## config.mk

```make
export PLATFORM = sky130hd
export DESIGN_NAME = tcw_ctrl
export DESIGN_NICKNAME = d
export VERILOG_FILES = /design/src/rtl/core/tcw_pkg.sv /design/src/rtl/core/tcw_ctrl.sv
export SDC_FILE = /design/constraint.sdc
export NUM_CORES = 1
export LEC_CHECK = 0
export BUFFER_PORTS_ARGS = -buffer_cell sky130_fd_sc_hd__buf_2
export CAP_MARGIN = 20
export CORE_AREA = 2 2 39 41
export CTS_CLUSTER_SIZE = 12
export DETAILED_ROUTE_END_ITERATION = 12
export DIE_AREA = 0 0 41 43
export PLACE_DENSITY = 0.54
export SLEW_MARGIN = 15
export SYNTH_ARGS = -nofsm -noshare
export SYNTH_HDL_FRONTEND = slang
export SYNTH_SLANG_ARGS = --single-unit
```

## constraint.sdc

```tcl
create_clock -name clk -period 2.7 [get_ports clk]
set_input_delay 0.54 -clock clk [delete_from_list [all_inputs] [get_ports clk]]
set_output_delay 0.54 -clock clk [all_outputs]
set_load 0.05 [all_outputs]
```

## src/rtl/core/tcw_pkg.sv

```systemverilog
package tcw_pkg;

    // Screen geometry
    localparam int ROWS     = 25;
    localparam int COLS     = 80;
    localparam int TAB_STOP = 4;
    localparam int CELLS    = ROWS * COLS;
    localparam int LAST_ROW = ROWS - 1;
    // Cells moved up by one scroll; the bottom row is blank-filled after them
    localparam int COPY_CELLS = (ROWS - 1) * COLS;

    // Internal cursor and address widths
    localparam int ROW_W  = $clog2(ROWS);
    localparam int COL_W  = $clog2(COLS);
    localparam int COLX_W = COL_W + 1;
    localparam int ADDR_W = $clog2(CELLS);

    // Transaction field widths
    localparam int KIND_W      = 2;
    localparam int CHAR_W      = 8;
    localparam int ROW_FIELD_W = 5;
    localparam int COL_FIELD_W = 7;
    localparam int INDEX_W     = 11;
    localparam int CELL_W      = 16;
    localparam int ATTR_W      = 8;

    // Configuration port
    localparam int APB_ADDR_W = 2;
    localparam int APB_DATA_W = 32;
    localparam logic [APB_ADDR_W-1:0] ATTR_ADDR = '0;
    localparam logic [ATTR_W-1:0] ATTR_RESET = 8'h07;

    // Character codes
    localparam logic [CHAR_W-1:0] CHAR_BS    = 8'h08;
    localparam logic [CHAR_W-1:0] CHAR_TAB   = 8'h09;
    localparam logic [CHAR_W-1:0] CHAR_LF    = 8'h0A;
    localparam logic [CHAR_W-1:0] CHAR_CR    = 8'h0D;
    localparam logic [CHAR_W-1:0] CHAR_BLANK = 8'h20;
    localparam logic [CHAR_W-1:0] CHAR_DEL   = 8'h7F;
    localparam logic [CELL_W-1:0] RESET_CELL = 16'h0720;

    typedef enum logic [KIND_W-1:0] {
        KIND_PRINT = 2'd0,
        KIND_CLEAR = 2'd1,
        KIND_MOVE  = 2'd2,
        KIND_READ  = 2'd3
    } kind_t;

    typedef enum logic [1:0] {
        MEM_IDLE    = 2'd0,
        MEM_COPY_RD = 2'd1,
        MEM_COPY_WR = 2'd2,
        MEM_FILL    = 2'd3
    } mem_op_t;

    // Controller to datapath
    typedef struct packed {
        logic    capture;
        logic    exec;
        mem_op_t mem_op;
        logic    init_fill;
        logic    addr_clr;
        logic    load_result;
    } cmd_t;

    // Datapath to controller
    typedef struct packed {
        kind_t kind;
        logic  print_scroll;
        logic  fill_last;
        logic  copy_last;
    } stat_t;

endpackage

```

## src/rtl/core/tcw_ctrl.sv

```systemverilog
module tcw_ctrl (
    input  logic           clk,
    input  logic           rst_n,
    input  logic           item_valid,
    output logic           item_ready,
    output logic           result_valid,
    input  logic           result_ready,
    output tcw_pkg::cmd_t  cmd,
    input  tcw_pkg::stat_t stat
);
    import tcw_pkg::*;

    typedef enum logic [2:0] {
        S_INIT,
        S_IDLE,
        S_EXEC,
        S_COPY_RD,
        S_COPY_WR,
        S_FILL,
        S_RESULT
    } state_t;

    state_t state_reg;
    state_t state_next;
    logic   result_valid_reg;
    logic   result_valid_next;

    // Sequence the work of one transaction
    always_comb
    begin
        cmd        = '0;
        state_next = state_reg;
        unique case (state_reg)
            S_INIT:
            begin
                cmd.mem_op    = MEM_FILL;
                cmd.init_fill = 1'b1;
                if (stat.fill_last)
                begin
                    state_next = S_IDLE;
                end
            end
            S_IDLE:
            begin
                if (item_valid)
                begin
                    cmd.capture = 1'b1;
                    state_next  = S_EXEC;
                end
            end
            S_EXEC:
            begin
                cmd.exec     = 1'b1;
                cmd.addr_clr = 1'b1;
                if (stat.kind == KIND_CLEAR)
                begin
                    state_next = S_FILL;
                end
                else if (stat.kind == KIND_PRINT && stat.print_scroll)
                begin
                    state_next = S_COPY_RD;
                end
                else
                begin
                    state_next = S_RESULT;
                end
            end
            S_COPY_RD:
            begin
                cmd.mem_op = MEM_COPY_RD;
                state_next = S_COPY_WR;
            end
            S_COPY_WR:
            begin
                cmd.mem_op = MEM_COPY_WR;
                state_next = stat.copy_last ? S_FILL : S_COPY_RD;
            end
            S_FILL:
            begin
                cmd.mem_op = MEM_FILL;
                if (stat.fill_last)
                begin
                    state_next = S_RESULT;
                end
            end
            S_RESULT:
            begin
                // Wait for the output register to free up
                if (!result_valid_reg || result_ready)
                begin
                    cmd.load_result = 1'b1;
                    state_next      = S_IDLE;
                end
            end
            default:
            begin
                state_next = S_IDLE;
            end
        endcase
    end

    // Hold a finished result until the receiver takes it
    always_comb
    begin
        if (cmd.load_result)
        begin
            result_valid_next = 1'b1;
        end
        else if (result_ready)
        begin
            result_valid_next = 1'b0;
        end
        else
        begin
            result_valid_next = result_valid_reg;
        end
    end

    always_ff @(posedge clk or negedge rst_n)
    begin
        if (!rst_n)
        begin
            state_reg        <= S_INIT;
            result_valid_reg <= 1'b0;
        end
        else
        begin
            state_reg        <= state_next;
            result_valid_reg <= result_valid_next;
        end
    end

    assign item_ready   = (state_reg == S_IDLE);
    assign result_valid = result_valid_reg;

endmodule

```

==> results of run 1 <==
worst max-delay path by stage:
| stage | endpoint | depth (start not counted) |
|---|---|---|
| floorplan | cmd[3] | 3 |
| detailed placement | cmd[3] | 5 |
| CTS | cmd[3] | 5 |
| finish | cmd[3] | 5 |
| global placement | cmd[3] | 5 |
| global route | cmd[3] | 5 |
cell usage after synthesis, drive strengths merged:
cell type / number
a21boi: 1
nor3: 3
nand3: 2
dfrtp: 4
a21o: 1
clkinv: 1
o2111ai: 1
mux2i: 1
o21ai: 5
o22a: 1
nor3b: 1
nand2: 3
clkbuf: 1
or2: 1
a22oi: 1
o211ai: 1
a31oi: 1
and3: 1
a21oi: 2
nand2b: 2
xor2: 1
nor2b: 2
buf: 4
inv: 2
nor4b: 1
nor2: 5
critical path: stages (launching register included):
cell and delay, ns:
dfrtp_1 0.56, clkinv_1 0.23, nor2_1 0.17, nand2_1 0.06, o21ai_0 0.08, buf_2 0.28
kinds of logic (layout without fill, tap and decap cells):
family,after synthesis,in the layout,share of synthesized area [%]
AO/OA/AOI/OAI,14,14,24.9
XOR/XNOR,1,1,2.36
buffers and inverters,8,23,12.5
flip-flops,4,4,26.9
multiplexers,1,1,2.69
AND/OR/NAND/NOR,21,21,30.6
routing by layer:
layer	GRT usage [%]	up-vias	share of wire, %
met3	2.09	0	6.3
li1	-	201	-
met4	6.00	0	0
met1	11.7	179	44
met2	14.4	7	50
met5	0	-	0
per-stage QoR:
stage	cells	utilization, %	cell area (sq um)	setup WS, ns	hold WS, ns
CTS	80	33.5	464	0.534	0.103
finish	80	33.5	464	0.554	0.109
detailed placement	77	31.9	442	0.786	0.352
global placement	77	31.9	442	0.819	0.349
global route	80	33.5	464	0.412	0.110
floorplan	49	-	372	0.352	0.244
cell type report:
class                   instances  area share (%)
clock buffers                   3            4.85
inverters                       3            2.43
repair buffers                 17            18.3
flip-flops and latches          4            21.6
multi-input cells              37            48.5
well taps                      16            4.31
==> metrics.yaml, run 1 <==
status: "completed"
min_path_type: "in2async"
layout_commonest_cell: "buf_2"
drive_above_1_share_pct: 35.9
clk_path_buf_depth: 2
cts_buffers: 3
seq_area_sq_um: 100
vias: 387
firstDrtPassIters: 4
grt_pass1_vias: 324
finalCriticalPeriod_ns: 2.15
syn_avg_cell_area_sq_um: 7.58
mostFrequentLayoutCells: "17 x buf_2, 5 x nor2_1, 5 x o21ai_0"
overflow: 0
ys_seq_area_share_pct: 26.9
finalCritPeriodShare_pct: 79.5
tightestPinTransition_ns: 0.425
cts_resized: 0
cts_num_sinks: 4
vias_per_cell: 4.84
end_kind: "primary output"
multiInputGateArea_sq_um: 225
path_clk_slew_ns: 0.04
final_hold_viol_count: 0
synth_warnings: 0
core_area_sq_mm: 0.00138
die_h_um: 43
yosys_register_bits: 4
cts-root-buf: "clkbuf_4"
setup.worst_path.start_class: "register"
synth_area_leaders: "dfrtp_1 27%, o21ai_0 6.7%, nor2_1 5.1%, nor3_1 4.0%, buf_4 4.0%"
hold_buffers: 0
criticalPathCategory: "reg2out"
clock.fmax_ghz: 0.466
dp_hpwl_um: 617
netlist_instances: 49
post_cts_buffers: 0
critPathArrivalTime_ns: 1.61
cp-startpoint: "state_reg[0]"
slew_headroom_pct: 71.7
cp.required_ns: 2.16
synth_area_leader_cell: "dfrtp_1"
clock_latency_ns: 0.23
antenna_left: 0
r2r_start: "state_reg[1]"
ff2ff_setup_slack_ns: 1.19
ioPinCount: 18
synthesis.nets: 58
drv_slew: 0
routed_wl_um: 777
io_buffers: 17
grt_pass1_wl_um: 1170
yosys.area.top_type_share_pct: 26.9
fin_tns_setup_ns: 0
cts_tree: "done"
fin_skew_ns: 0.00354
cts.htree.levels: 1
r2r_end: "state_reg[1]"
drt_iter0_drc: 2
fp-row-count: 14
drc_errors: 0
antennaDiodeCount: 0
initial_core_util_pct: 26.9
syn_to_final_growth_pct: 24.9
rsz0062_at_grt: "false"
drv_cap: 0
largest_register_ffs: 3
fin_nets: 75
routabilityCongestion: 0.673
die_w_um: 41
cp_max_fo: 12
synthDistinctLibCells: 28
antenna_found_initial: 0
wl_per_cell_um: 9.71
setup_viol: 0
ff2ff_path_depth: 4
grt_start_max_net_pins: 17
fillers: 154
dieArea_sq_mm: 0.00176
syn_area_sq_um: 372
gr-usage-all-layers_pct: 9.57
Power of run 1 is left out: the tool's default activity adds up to more than one toggle a clock period on the data nets, which glitch-free logic cannot reach.
==> run 2, diff against run 1 <==
--- a/config.mk
+++ b/config.mk
@@ -5,13 +5,14 @@
 export SDC_FILE = /design/constraint.sdc
 export NUM_CORES = 1
 export LEC_CHECK = 0
+export ABC_AREA = 1
 export BUFFER_PORTS_ARGS = -buffer_cell sky130_fd_sc_hd__buf_2
 export CAP_MARGIN = 20
 export CORE_AREA = 2 2 39 41
 export CTS_CLUSTER_SIZE = 12
 export DETAILED_ROUTE_END_ITERATION = 12
 export DIE_AREA = 0 0 41 43
-export PLACE_DENSITY = 0.54
+export PLACE_DENSITY = 0.58
 export SLEW_MARGIN = 15
 export SYNTH_ARGS = -nofsm -noshare
 export SYNTH_HDL_FRONTEND = slang
==> constraint.sdc (replaced) <==
create_clock -name clk -period 1.7 [get_ports clk]
set_input_delay 0.34 -clock clk [delete_from_list [all_inputs] [get_ports clk]]
set_output_delay 0.34 -clock clk [all_outputs]
set_load 0.05 [all_outputs]
==> metrics.yaml, run 2 <==
antenna_found_initial: 0
rsz0062_at_grt: "false"
use_met3_pct: 7.85
min_path_type: "in2reg"
cp-startpoint: "state_reg[0]"
synthMuxAreaShare_pct: 0
overflow: 0
fin_nets: 98
clock.fmax_ghz: 0.617
finalCritPeriodShare_pct: 95.4
cts-root-buf: "clkbuf_4"
yosys.area.top_type_share_pct: 25.0
path_clk_slew_ns: 0.04
cp-endpoint: "cmd[3]"
synthSimpleGateAreaFrac_pct: 49.4
synth_edf_count: 0
criticalPathCategory: "reg2out"
cp_max_fo: 10
slew_headroom_pct: 83.6
layout_commonest_cell: "nand2_1"
clk_path_buf_depth: 2
synthXorXnorAreaFrac_pct: 0
die_h_um: 43
clock_latency_ns: 0.24
fin_skew_ns: 0.00345
die_w_um: 41
drive_above_1_share_pct: 32.2
ys_seq_area_share_pct: 25.0
synthDistinctLibCells: 11
synthTopCellsByCount: "21 x nand2_1, 12 x inv_1, 12 x nor2_1"
io_buffers: 17
drt_iter0_drc: 8
ff2ff_path_depth: 7
mostFrequentLayoutCells: "21 x nand2_1, 14 x buf_2, 11 x nor2_1"
cts_num_sinks: 4
syn_to_final_growth_pct: 31.3
synthMostInstantiatedCell: "nand2_1"
initial_core_util_pct: 28.9
finalCriticalPeriod_ns: 1.62
cts.htree.levels: 1
grt_pass1_wl_um: 1470
fp-row-count: 14
synth-compound-area-share_pct: 5.00
setup.worst_path.start_class: "register"
cts_buffers: 3
tightestPinTransition_ns: 0.247
r2r_start: "state_reg[0]"
grt_pass1_vias: 370
netlist_instances: 69
routed_wl_um: 886
whs_ns: 0.388
grtUsageMet1_pct: 16.5
status: "completed"
final_hold_viol_count: 0
largest_register_ffs: 3
yosys_register_bits: 4
syn_area_sq_um: 400
synth_top_family_by_area: "simple AND/OR/NAND/NOR gates"
synthFlopType: "dfrtp_1"
synthAdderAreaFrac_pct: 0
drc_errors: 0
gr-usage-all-layers_pct: 12.3
grt_start_max_net_pins: 11
core_area_sq_mm: 0.00138
syn_avg_cell_area_sq_um: 5.80
wl_per_cell_um: 8.60
vias: 462
setup_viol: 0
end_kind: "primary output"
critPathArrivalTime_ns: 1.28
synthArstFlopShare_pct: 100
r2r_end: "state_reg[2]"
drv_slew: 0
synthesis.nets: 78
dieArea_sq_mm: 0.00176
cp.required_ns: 1.36
routabilityCongestion: 0.790
dp_hpwl_um: 714
ioPinCount: 18
use_met2_pct: 16.6
busiest_layer: "met2"
synth_area_leaders: "dfrtp_1 25%, nand2_1 20%, nand3_1 13%, inv_1 11%, nor2_1 11%"
drv_cap: 0
antennaDiodeCount: 0
synth_warnings: 0
fin_tns_setup_ns: 0
cts_tree: "done"
firstDrtPassIters: 4
ff2ff_setup_slack_ns: 0.50
vias_per_cell: 4.49
synth_area_leader_cell: "dfrtp_1"
antenna_left: 0
==> run 2: cell count changes after synthesis, sizes merged, moves of 2 or more <==
cell and change:
inv +10, nand2 +18, nand2b -2, nand3 +8, nor2 +7, nor2b -2, nor3 -2, o21ai -3
==> run 2: layout make-up <==
cell class / count / area (sq um)
tap: 16 / 20.0
clock buffer: 3 / 22.5
sequential: 4 / 104
timing repair buffer: 19 / 114
multi-input combinational: 49 / 220
inverter: 12 / 45.0
fill: 165 / 858
==> run 2: logic make-up (layout without fill, tap and decap cells) <==
group	after synthesis	count (layout)
buffers and inverters	16	34
AO/OA/AOI/OAI	4	4
AND/OR/NAND/NOR	45	45
flip-flops	4	4
==> run 2: how the worst min path moves through the flow <==
stage	startpoint	endpoint	slack, ns	cells after the start
global route	rst_n	state_reg[1]	0.43	2
finish	result_ready	result_valid	0.39	4
detailed placement	rst_n	result_valid	0.15	1
CTS	result_ready	result_valid	0.39	4
floorplan	rst_n	result_valid	0.04	0
global placement	rst_n	result_valid	0.15	1
==> run 2: repair_timing <==
item                                    in CTS  in global routing
hold endpoints to repair                     4                  0
resized for setup                            3                  7
endpoints found under the setup margin       3                  7
setup buffers                                0                  0
hold buffers                                 1                  0
==> run 2: per-stage QoR <==
| stage | worst slack, ns | instances | area (sq um) | util, % |
|---|---|---|---|---|
| global route | 0.000602 | 103 | 526 | 38.0 |
| global placement | 0.208 | 99 | 478 | 34.5 |
| finish | 0.0788 | 103 | 526 | 38.0 |
| CTS | 0.0113 | 103 | 517 | 37.3 |
| floorplan | 0.0484 | 69 | 403 | - |
| detailed placement | 0.184 | 99 | 478 | 34.5 |
==> run 2: critical path: stages, from the launching register on <==
cell and delay (ns):
dfrtp_2 0.47, nor2_1 0.14, nand2_1 0.10, nand2_1 0.07
buf_2 0.25
==> run 2: per-layer routing <==
layer | vias to the layer above | routed length (um)
met2 | 14 | 402
met3 | 0 | 58
met5 | - | 0
met1 | 203 | 425
li1 | 245 | -
met4 | 0 | 0
Power of run 2 is left out for the same reason.
